--- src/rtl/esof_pkg.sv ---
package esof_pkg;

   // fixed arithmetic constants
   localparam int POT_MAX    = 1023;
   localparam int FRAC_BITS  = 8;
   localparam int WRAP_MOD   = 65535;

   // widths of the datapath
   localparam int PROD_W   = 26;                // step_span * pot_value
   localparam int STEP_W   = 17;                // step_min + scaled span
   localparam int LIMIT_W  = 26;                // glide_rate * elapsed
   localparam int SHOWN_W  = 32 + FRAC_BITS;    // signed displayed offset
   localparam int WIDE_W   = 48;                // lead / diff arithmetic

   // fraction mask for rounding toward zero
   localparam logic [WIDE_W-1:0] FRAC_MASK = (WIDE_W'(1) << FRAC_BITS) - WIDE_W'(1);

   // reciprocal of POT_MAX for the constant divide
   localparam int RECIP_SH = 36;
   localparam int RECIP_W  = 27;
   localparam logic [RECIP_W-1:0] RECIP = RECIP_W'((64'd1 << RECIP_SH) / POT_MAX);
   localparam int QPROD_W  = PROD_W + RECIP_W;

   // register bus
   localparam int ADDR_W = 5;
   localparam int DATA_W = 32;

   // register indexes
   localparam logic [2:0] REG_STEP_MIN     = 3'd0;
   localparam logic [2:0] REG_STEP_SPAN    = 3'd1;
   localparam logic [2:0] REG_MAX_DELTA    = 3'd2;
   localparam logic [2:0] REG_MAX_FRAME_MS = 3'd3;
   localparam logic [2:0] REG_GLIDE_RATE   = 3'd4;

   typedef struct packed {
      logic [15:0] step_min;
      logic [15:0] step_span;
      logic [15:0] max_delta;
      logic [9:0]  max_frame_ms;
      logic [15:0] glide_rate;
   } cfg_type;

   // one enable per datapath phase
   typedef struct packed {
      logic load;
      logic mul1;
      logic mul2;
      logic step;
      logic acc;
      logic clamp;
      logic glide;
      logic fold;
      logic out_load;
   } cmd_type;

endpackage

--- src/rtl/esof_csr.sv ---
module esof_csr (
   input  logic                         clock,
   input  logic                         reset,
   input  logic                         psel,
   input  logic                         penable,
   input  logic                         pwrite,
   input  logic [esof_pkg::ADDR_W-1:0]  paddr,
   input  logic [esof_pkg::DATA_W-1:0]  pwdata,
   output logic [esof_pkg::DATA_W-1:0]  prdata,
   output logic                         pready,
   output esof_pkg::cfg_type            cfg
);
   import esof_pkg::*;

   cfg_type cfg_ff;
   cfg_type cfg_in;
   logic    wr_en;

   assign pready = 1'b1;
   assign wr_en  = psel & penable & pwrite;

   // register write decode
   always_comb begin
      cfg_in = cfg_ff;
      if (wr_en) begin
         case (paddr[4:2])
            REG_STEP_MIN:     cfg_in.step_min     = pwdata[15:0];
            REG_STEP_SPAN:    cfg_in.step_span    = pwdata[15:0];
            REG_MAX_DELTA:    cfg_in.max_delta    = pwdata[15:0];
            REG_MAX_FRAME_MS: cfg_in.max_frame_ms = pwdata[9:0];
            REG_GLIDE_RATE:   cfg_in.glide_rate   = pwdata[15:0];
            default: ;
         endcase
      end
   end

   always_ff @(posedge clock) begin
      if (reset) begin
         cfg_ff.step_min     <= 16'd256;
         cfg_ff.step_span    <= 16'd4096;
         cfg_ff.max_delta    <= 16'd64;
         cfg_ff.max_frame_ms <= 10'd100;
         cfg_ff.glide_rate   <= 16'd25600;
      end else begin
         cfg_ff <= cfg_in;
      end
   end

   // read mux
   always_comb begin
      case (paddr[4:2])
         REG_STEP_MIN:     prdata = {16'd0, cfg_ff.step_min};
         REG_STEP_SPAN:    prdata = {16'd0, cfg_ff.step_span};
         REG_MAX_DELTA:    prdata = {16'd0, cfg_ff.max_delta};
         REG_MAX_FRAME_MS: prdata = {22'd0, cfg_ff.max_frame_ms};
         REG_GLIDE_RATE:   prdata = {16'd0, cfg_ff.glide_rate};
         default:          prdata = '0;
      endcase
   end

   assign cfg = cfg_ff;

endmodule

--- src/rtl/esof_ctrl.sv ---
module esof_ctrl (
   input  logic               clock,
   input  logic               reset,
   input  logic               req_valid,
   output logic               req_stall,
   output logic               rsp_valid,
   input  logic               rsp_stall,
   output esof_pkg::cmd_type  cmd
);
   import esof_pkg::*;

   typedef enum logic [8:0] {
      ST_IDLE  = 9'b000000001,
      ST_MUL1  = 9'b000000010,
      ST_MUL2  = 9'b000000100,
      ST_STEP  = 9'b000001000,
      ST_ACC   = 9'b000010000,
      ST_CLAMP = 9'b000100000,
      ST_GLIDE = 9'b001000000,
      ST_FOLD  = 9'b010000000,
      ST_MOD   = 9'b100000000
   } state_type;

   state_type state_ff;
   state_type state_in;
   logic      rsp_valid_ff;
   logic      rsp_valid_in;
   logic      accept;
   logic      out_free;

   assign accept    = req_valid && (state_ff == ST_IDLE);
   assign out_free  = !rsp_valid_ff || !rsp_stall;
   assign req_stall = (state_ff != ST_IDLE);
   assign rsp_valid = rsp_valid_ff;

   // phase sequencing
   always_comb begin
      state_in = state_ff;
      case (state_ff)
         ST_IDLE:  if (req_valid) state_in = ST_MUL1;
         ST_MUL1:  state_in = ST_MUL2;
         ST_MUL2:  state_in = ST_STEP;
         ST_STEP:  state_in = ST_ACC;
         ST_ACC:   state_in = ST_CLAMP;
         ST_CLAMP: state_in = ST_GLIDE;
         ST_GLIDE: state_in = ST_FOLD;
         ST_FOLD:  state_in = ST_MOD;
         ST_MOD:   if (out_free) state_in = ST_IDLE;
         default:  state_in = ST_IDLE;
      endcase
   end

   // datapath commands
   always_comb begin
      cmd.load     = accept;
      cmd.mul1     = (state_ff == ST_MUL1);
      cmd.mul2     = (state_ff == ST_MUL2);
      cmd.step     = (state_ff == ST_STEP);
      cmd.acc      = (state_ff == ST_ACC);
      cmd.clamp    = (state_ff == ST_CLAMP);
      cmd.glide    = (state_ff == ST_GLIDE);
      cmd.fold     = (state_ff == ST_FOLD);
      cmd.out_load = (state_ff == ST_MOD) && out_free;
   end

   // result beat valid
   always_comb begin
      rsp_valid_in = rsp_valid_ff;
      if (cmd.out_load) begin
         rsp_valid_in = 1'b1;
      end else if (!rsp_stall) begin
         rsp_valid_in = 1'b0;
      end
   end

   always_ff @(posedge clock) begin
      if (reset) begin
         state_ff     <= ST_IDLE;
         rsp_valid_ff <= 1'b0;
      end else begin
         state_ff     <= state_in;
         rsp_valid_ff <= rsp_valid_in;
      end
   end

   // an accepted beat always starts the sequence
   a_accept_starts: assert property (@(posedge clock) disable iff (reset)
      (req_valid && !req_stall) |=> (state_ff == ST_MUL1))
      else $error("accepted beat did not start the sequence");

   // a new result only comes from the last phase
   a_rsp_from_mod: assert property (@(posedge clock) disable iff (reset)
      $rose(rsp_valid_ff) |-> $past(state_ff == ST_MOD))
      else $error("result raised outside the final phase");

   // never overwrite a stalled result
   a_no_overwrite: assert property (@(posedge clock) disable iff (reset)
      cmd.out_load |-> (!rsp_valid_ff || !rsp_stall))
      else $error("output register overwritten while stalled");

endmodule

--- src/rtl/esof_dp.sv ---
module esof_dp (
   input  logic               clock,
   input  logic               reset,
   input  esof_pkg::cfg_type  cfg,
   input  esof_pkg::cmd_type  cmd,
   input  logic signed [31:0] req_encoder_count,
   input  logic [9:0]         req_pot_value,
   input  logic [31:0]        req_time_ms,
   output logic [15:0]        rsp_wrap_offset
);
   import esof_pkg::*;

   // captured beat
   logic [31:0] enc_ff;
   logic [9:0]  pot_ff;
   logic [31:0] now_ff;

   // persistent state
   logic [31:0]               last_enc_ff;
   logic [31:0]               last_time_ff;
   logic signed [31:0]        target_ff;
   logic signed [31:0]        target_in;
   logic signed [SHOWN_W-1:0] shown_ff;
   logic signed [SHOWN_W-1:0] shown_in;

   // intermediates
   logic [PROD_W-1:0]         prod_ff;
   logic signed [17:0]        delta_ff;
   logic                      delta_ok_ff;
   logic [9:0]                elapsed_ff;
   logic [STEP_W-1:0]         q0_ff;
   logic [LIMIT_W-1:0]        limit_ff;
   logic [STEP_W-1:0]         step_ff;
   logic signed [39:0]        tacc_ff;
   logic [31:0]               mag_ff;
   logic                      neg_ff;
   logic [15:0]               out_ff;

   // phase one signals
   logic [31:0]               delta_raw;
   logic signed [32:0]        delta_ext;
   logic [32:0]               delta_mag;
   logic                      delta_ok;
   logic [31:0]               el_raw;
   logic [9:0]                elapsed;

   // divide by POT_MAX
   logic [QPROD_W-1:0]        qprod;
   logic [PROD_W:0]           rem;
   logic                      corr;

   // accumulate
   logic signed [17:0]        step_s;
   logic signed [35:0]        mprod;

   // clamp
   logic signed [WIDE_W-1:0]  tacc_w;
   logic signed [WIDE_W-1:0]  shown_w;
   logic signed [WIDE_W-1:0]  lead;
   logic signed [WIDE_W-1:0]  step_fx;
   logic signed [WIDE_W-1:0]  pick;
   logic signed [WIDE_W-1:0]  pick_t;
   logic signed [WIDE_W-1:0]  tsel;
   logic                      over_hi;
   logic                      over_lo;

   // glide
   logic signed [WIDE_W-1:0]  tgt_fx;
   logic signed [WIDE_W-1:0]  diff;
   logic signed [WIDE_W-1:0]  lim_w;
   logic                      snap;

   // fold and modulo
   logic [SHOWN_W-1:0]        abs_shown;
   logic [16:0]               fold_s;
   logic [16:0]               fold_t;
   logic [15:0]               mod_r;
   logic [15:0]               mod_res;

   // encoder delta and elapsed time
   assign delta_raw = enc_ff - last_enc_ff;
   assign delta_ext = $signed({delta_raw[31], delta_raw});
   assign delta_mag = delta_ext[32] ? 33'(-delta_ext) : 33'(delta_ext);
   assign delta_ok  = (delta_mag <= {17'd0, cfg.max_delta});
   assign el_raw    = now_ff - last_time_ff;
   assign elapsed   = (el_raw > {22'd0, cfg.max_frame_ms}) ? cfg.max_frame_ms : el_raw[9:0];

   // reciprocal estimate, at most one low, then one correction
   assign qprod = QPROD_W'(prod_ff) * QPROD_W'(RECIP);
   assign rem   = (PROD_W+1)'(prod_ff) - (PROD_W+1)'(q0_ff) * (PROD_W+1)'(POT_MAX);
   assign corr  = (rem >= (PROD_W+1)'(POT_MAX));

   // detent motion
   assign step_s = $signed({1'b0, step_ff});
   assign mprod  = delta_ff * step_s;

   // lead clamp around the displayed offset
   assign tacc_w  = $signed({{(WIDE_W-40){tacc_ff[39]}}, tacc_ff});
   assign shown_w = $signed({{(WIDE_W-SHOWN_W){shown_ff[SHOWN_W-1]}}, shown_ff});
   assign step_fx = $signed({{(WIDE_W-STEP_W){1'b0}}, step_ff} << FRAC_BITS);
   assign lead    = (tacc_w <<< FRAC_BITS) - shown_w;
   assign pick    = (lead > step_fx) ? (shown_w + step_fx) : (shown_w - step_fx);
   assign pick_t  = (pick + $signed(pick[WIDE_W-1] ? FRAC_MASK : WIDE_W'(0))) >>> FRAC_BITS;
   assign tsel    = ((lead > step_fx) || (lead < -step_fx)) ? pick_t : tacc_w;
   assign over_hi = (tsel > 48'sh0000_7FFF_FFFF);
   assign over_lo = (tsel < 48'shFFFF_8000_0000);

   always_comb begin
      if (over_hi) begin
         target_in = 32'sh7FFF_FFFF;
      end else if (over_lo) begin
         target_in = 32'sh8000_0000;
      end else begin
         target_in = tsel[31:0];
      end
   end

   // glide toward the target
   assign tgt_fx = $signed({{(WIDE_W-32){target_ff[31]}}, target_ff}) <<< FRAC_BITS;
   assign diff   = tgt_fx - shown_w;
   assign lim_w  = $signed({{(WIDE_W-LIMIT_W){1'b0}}, limit_ff});
   assign snap   = (diff <= lim_w) && (diff >= -lim_w);

   always_comb begin
      if (snap) begin
         shown_in = tgt_fx[SHOWN_W-1:0];
      end else if (diff > 0) begin
         shown_in = shown_ff + SHOWN_W'(limit_ff);
      end else begin
         shown_in = shown_ff - SHOWN_W'(limit_ff);
      end
   end

   // magnitude of the integer part, then fold modulo 65535
   assign abs_shown = shown_ff[SHOWN_W-1] ? SHOWN_W'(-shown_ff) : SHOWN_W'(shown_ff);
   assign fold_s    = {1'b0, mag_ff[31:16]} + {1'b0, mag_ff[15:0]};
   assign fold_t    = {16'd0, fold_s[16]} + {1'b0, fold_s[15:0]};
   assign mod_r     = (fold_t == 17'(WRAP_MOD)) ? 16'd0 : fold_t[15:0];
   assign mod_res   = (neg_ff && (mod_r != 16'd0)) ? (16'(WRAP_MOD) - mod_r) : mod_r;

   // beat capture and intermediates
   always_ff @(posedge clock) begin
      if (cmd.load) begin
         enc_ff <= req_encoder_count;
         pot_ff <= req_pot_value;
         now_ff <= req_time_ms;
      end
      if (cmd.mul1) begin
         prod_ff     <= PROD_W'(cfg.step_span) * PROD_W'(pot_ff);
         delta_ff    <= $signed(delta_raw[17:0]);
         delta_ok_ff <= delta_ok;
         elapsed_ff  <= elapsed;
      end
      if (cmd.mul2) begin
         q0_ff    <= qprod[RECIP_SH +: STEP_W];
         limit_ff <= LIMIT_W'(cfg.glide_rate) * LIMIT_W'(elapsed_ff);
      end
      if (cmd.step) begin
         step_ff <= STEP_W'(cfg.step_min) + q0_ff + STEP_W'(corr);
      end
      if (cmd.acc) begin
         tacc_ff <= {{8{target_ff[31]}}, target_ff}
                  + (delta_ok_ff ? {{4{mprod[35]}}, mprod} : 40'd0);
      end
      if (cmd.fold) begin
         mag_ff <= abs_shown[FRAC_BITS +: 32];
         neg_ff <= shown_ff[SHOWN_W-1];
      end
      if (cmd.out_load) begin
         out_ff <= mod_res;
      end
   end

   // state carried between frames
   always_ff @(posedge clock) begin
      if (reset) begin
         last_enc_ff  <= '0;
         last_time_ff <= '0;
         target_ff    <= '0;
         shown_ff     <= '0;
      end else begin
         if (cmd.mul1) begin
            last_enc_ff  <= enc_ff;
            last_time_ff <= now_ff;
         end
         if (cmd.clamp) begin
            target_ff <= target_in;
         end
         if (cmd.glide) begin
            shown_ff <= shown_in;
         end
      end
   end

   assign rsp_wrap_offset = out_ff;

   // reciprocal estimate is never more than one short
   a_recip_close: assert property (@(posedge clock) disable iff (reset)
      cmd.step |-> (rem < (PROD_W+1)'(2 * POT_MAX)))
      else $error("reciprocal quotient off by more than one");

   // a snap lands exactly on the target
   a_snap_exact: assert property (@(posedge clock) disable iff (reset)
      (cmd.glide && snap) |=> (shown_ff == $past(tgt_fx[SHOWN_W-1:0])))
      else $error("displayed offset missed the target on snap");

endmodule

--- src/rtl/encoder_slew_offset_follower.sv ---
// channel   direction  handshake              payload
// req       in         req_valid / req_stall  req_encoder_count, req_pot_value, req_time_ms
// rsp       out        rsp_valid / rsp_stall  rsp_wrap_offset
// csr       in         psel/penable/pwrite    paddr, pwdata, prdata, pready
//
// one frame beat runs from accept through eight phases of the shared datapath
// (two multiply phases, step correction, accumulate, clamp, glide, fold,
// modulo) before the next beat can be accepted.
// the result sits in an output register; a new beat is accepted while it waits.
// a stalled result holds the last phase until the output register frees up.
// synchronous reset restores register defaults and zeroes all frame state.
module encoder_slew_offset_follower (
   input  logic                         clock,
   input  logic                         reset,
   input  logic                         req_valid,
   output logic                         req_stall,
   input  logic signed [31:0]           req_encoder_count,
   input  logic [9:0]                   req_pot_value,
   input  logic [31:0]                  req_time_ms,
   output logic                         rsp_valid,
   input  logic                         rsp_stall,
   output logic [15:0]                  rsp_wrap_offset,
   input  logic                         psel,
   input  logic                         penable,
   input  logic                         pwrite,
   input  logic [esof_pkg::ADDR_W-1:0]  paddr,
   input  logic [esof_pkg::DATA_W-1:0]  pwdata,
   output logic [esof_pkg::DATA_W-1:0]  prdata,
   output logic                         pready
);
   import esof_pkg::*;

   cfg_type cfg;
   cmd_type cmd;

   // register block
   esof_csr u_csr (
      .clock   (clock),
      .reset   (reset),
      .psel    (psel),
      .penable (penable),
      .pwrite  (pwrite),
      .paddr   (paddr),
      .pwdata  (pwdata),
      .prdata  (prdata),
      .pready  (pready),
      .cfg     (cfg)
   );

   // phase sequencer
   esof_ctrl u_ctrl (
      .clock     (clock),
      .reset     (reset),
      .req_valid (req_valid),
      .req_stall (req_stall),
      .rsp_valid (rsp_valid),
      .rsp_stall (rsp_stall),
      .cmd       (cmd)
   );

   // arithmetic
   esof_dp u_dp (
      .clock             (clock),
      .reset             (reset),
      .cfg               (cfg),
      .cmd               (cmd),
      .req_encoder_count (req_encoder_count),
      .req_pot_value     (req_pot_value),
      .req_time_ms       (req_time_ms),
      .rsp_wrap_offset   (rsp_wrap_offset)
   );

endmodule

--- config.mk ---
export PLATFORM = sky130hd
export DESIGN_NAME = encoder_slew_offset_follower
export DESIGN_NICKNAME = d
export VERILOG_FILES = /design/src/rtl/esof_pkg.sv /design/src/rtl/esof_csr.sv /design/src/rtl/esof_ctrl.sv /design/src/rtl/esof_dp.sv /design/src/rtl/encoder_slew_offset_follower.sv
export SDC_FILE = /design/constraint.sdc
export NUM_CORES = 2
export LEC_CHECK = 0
export BUFFER_PORTS_ARGS = -buffer_cell sky130_fd_sc_hd__buf_2
export CAP_MARGIN = 20
export CORE_MARGIN = 4
export CORE_UTILIZATION = 40
export CTS_CLUSTER_DIAMETER = 100
export DETAILED_ROUTE_END_ITERATION = 6
export PLACE_DENSITY = 0.67
export SLEW_MARGIN = 20
export SYNTH_ARGS = -nofsm -noshare
export SYNTH_HDL_FRONTEND = slang
export SYNTH_HIERARCHICAL = 1
export SYNTH_SLANG_ARGS = --single-unit
--- constraint.sdc ---
create_clock -name clock -period 9.98 [get_ports clock]
set_clock_uncertainty 0.1 [all_clocks]
set_input_delay 0.998 -clock clock [delete_from_list [all_inputs] [get_ports clock]]
set_output_delay 0.998 -clock clock [all_outputs]
set_load 0.05 [all_outputs]
==> run metrics <==
final period utilization=1.05; H-tree depth=3; DR vias/cell=5.49; final hold viol count=0; register bit total from synthesis=498; min cycle time layout=10500 ps; cell area after synthesis=68100 um^2; gr usage total=0.229; Max Cap Viol=0; worst hold slack=368 ps; Core Region=169000 um^2; unrepaired setup endpoints after global routing=true; TNS Setup=-14170 ps; CTS tree=yes; nets@finish=9507; die area=177000 um^2; Final Max Tran Viols=0; vias in the first global route=57700; crit-path max FO=7; placed cell areas=73300 um^2; CP Capture Type=flop; Worst path max stage delay=570 ps; crit path launch type=flop; Synth top area share=0.195; clk buf depth=3; met1 wire length=83700 um; chip width=421 um; count of different cell masters after synthesis=103; DRT Wirelength=203000 um; Rows=151; antenna violations before repair=25; total grt overflow=0; LEAKAGE=35.0 nW; WP data arrival=10960 ps; cell taking the most area after synthesis=fa_1; synth warn=6; 1st-pass router iterations=6; dpl hpwl=165000 um; FMAX=0.0952 GHz; detailed-route via count=56100; top sig layer=met5; critical path class=reg -> reg; Worst VDD drop=0.000153 V; failing checks=negative setup slack; Die Ht=421 um; Placed Instances=10000; metal2 WL=96500 um; final cell count without fillers=10200; Slew headroom=0.252; RePlAce Congestion=0.957; Root Buffer=clkbuf_16; main flop type after synthesis=edfxtp_1; Clock Pin Slew Worst Setup and Hold Paths=60 ps; Layout area overhead=12.1%; Initial Utilization=0.402; Worst Tran Pin Value=1120 ps; ranking of synthesized cells by area=fa_1 19%, ha_1 15%, edfxtp_1 12%; Post-Synthesis Cells=7584; largest net degree at the start of global routing=108; Crit path required time=10440 ps; CTS hold repair buffers=0; first-pass GRT wire length=320000 um; total power=8.60 mW; power density over the cells=113 nW/um^2; total CTS buffers=67; Critical-path top delay cell=or4_1; Clock Latency Late Sink=670 ps; final cell area excluding filler cells=76300 um^2; final setup margin=-524 ps; worst slack, placed=-765 ps; Util after Layout=0.451; Min-Delay Path Class=reg -> reg; wire length on met3=10500 um; number of I/O port buffers=133; Avg Cell Area, Syn=8.98 um^2; Async SR Flop Fraction=0; Final setup viols=31; DR DRC count=0; antenna viol nets, final=0; CTS sink cnt=498; share of layout cells above drive strength 1=0.105; IO Count=169; status=finished with violations; starting DRC count in detailed routing=3920; DR WL/cell=19.9 um; EDFF count, synth=278; Seq/Total Area, Yosys=0.187
-- timing repair --
item,in CTS,in global routing
cloned,2,1
endpoints found under the setup margin,33,44
resized for setup,49,68
setup buffers,19,7
pin swaps,31,30
-- power by group --
part | internal [mW] | switching (mW) | leakage (nW)
sequential | 2.32 | 0.0681 | 4.32
clock | 1.46 | 1.03 | 1.10
combinational | 1.57 | 2.15 | 29.5
-- worst max-delay path, delay by kind of cell (launching register included) --
family	cells	cell delay, ps
AO/OA/AOI/OAI	18	4090
AND/OR/NAND/NOR	14	3600
buffers and inverters	8	1060
adder cells (fa/ha/maj)	3	610
flip-flops	1	330
XOR/XNOR	2	330
multiplexers	1	220
-- routing by layer --
metal,vias to the layer above,global-route usage
met5,-,0
met4,4,0.128
met3,452,0.0273
met2,1638,0.384
met1,27500,0.285
li1,26500,-
-- flip-flops by register name, summed over array words and instances (netlist names), 9 cells and up --
signal,cells
u_dp/step_ff,17
u_dp/delta_ff,18
u_dp/q0_ff,17
u_dp/prod_ff,26
u_dp/pot_ff,10
u_ctrl/state_ff,9
u_dp/last_enc_ff,32
u_dp/now_ff,32
u_dp/elapsed_ff,10
u_dp/enc_ff,32
u_csr/cfg,74
u_dp/target_ff,32
u_dp/mag_ff,32
u_dp/shown_ff,40
u_dp/tacc_ff,40
u_dp/limit_ff,26
u_dp/rsp_wrap_offset,16
u_dp/last_time_ff,32
-- area by class of cell --
class	instances	area [um^2]
Antenna cell	16	40.0
Clock buffer	82	1830
Clock inverter	41	423
Fill cell	16200	92900
Inverter	1026	3860
Multi-Input combinational cell	5807	51000
Sequential cell	498	12800
Tap cell	2218	2780
Timing Repair Buffer	516	3700
-- cells in the mapped netlist, drive strengths merged, types with 12 or more instances --
master,instances
inv,1023
ha,811
fa,662
nand2,628
nor2,450
a21oi,365
xnor2,353
and2,308
edfxtp,278
o21ai,272
dfxtp,220
clkbuf,205
mux2i,184
nand2b,164
a21o,132
nand3,127
xor2,125
nor3,119
nor2b,89
o21a,85
nand4,76
a211oi,72
buf,63
nor4,63
and3,59
or3,57
a2111oi,51
o21bai,49
a31oi,45
a21boi,32
o31ai,32
or2,32
o211ai,29
mux2,26
o22ai,23
o31a,23
o41ai,22
a22oi,21
o2111ai,17
nor3b,16
nand3b,15
or4,15
a31o,12
-- final timing paths --
| kind | start | cells after the start | end | slack [ps] |
|---|---|---|---|---|
| setup / recovery | u_dp/shown_ff[1] | 46 | u_dp/target_ff[1] | -520 |
| hold / removal | u_ctrl/rsp_valid | 2 | u_ctrl/rsp_valid | 370 |
| setup reg to reg | u_dp/shown_ff[1] | 46 | u_dp/target_ff[1] | -520 |
| hold reg to reg | u_ctrl/rsp_valid | 2 | u_ctrl/rsp_valid | 370 |
-- placed cells by master (no fill, tap or decap), types with 132 or more instances in the layout --
| master | n |
|---|---|
| nand2_1 | 628 |
| buf_2 | 132 |
| a21oi_1 | 360 |
| ha_1 | 805 |
| xnor2_1 | 351 |
| inv_1 | 1008 |
| fa_1 | 658 |
| and2_1 | 307 |
| buf_4 | 365 |
| nor2_1 | 443 |
| mux2i_1 | 182 |
| nand2b_1 | 164 |
| edfxtp_1 | 278 |
| o21ai_0 | 243 |
| dfxtp_1 | 218 |
| a21o_1 | 132 |
-- cell families (layout without fill, tap and decap cells) --
group / count (synthesis) / count (layout) / synth area share
AND/OR/NAND/NOR: 2253 / 2253 / 0.166
other: 2 / 33 / 0.000110
flip-flops: 498 / 498 / 0.187
multiplexers: 210 / 210 / 0.0314
buffers and inverters: 1294 / 1665 / 0.0736
adder cells (fa/ha/maj): 1474 / 1474 / 0.344
XOR/XNOR: 479 / 479 / 0.0618
AO/OA/AOI/OAI: 1374 / 1374 / 0.136
Note: power is estimated with default switching activity, not from simulation.
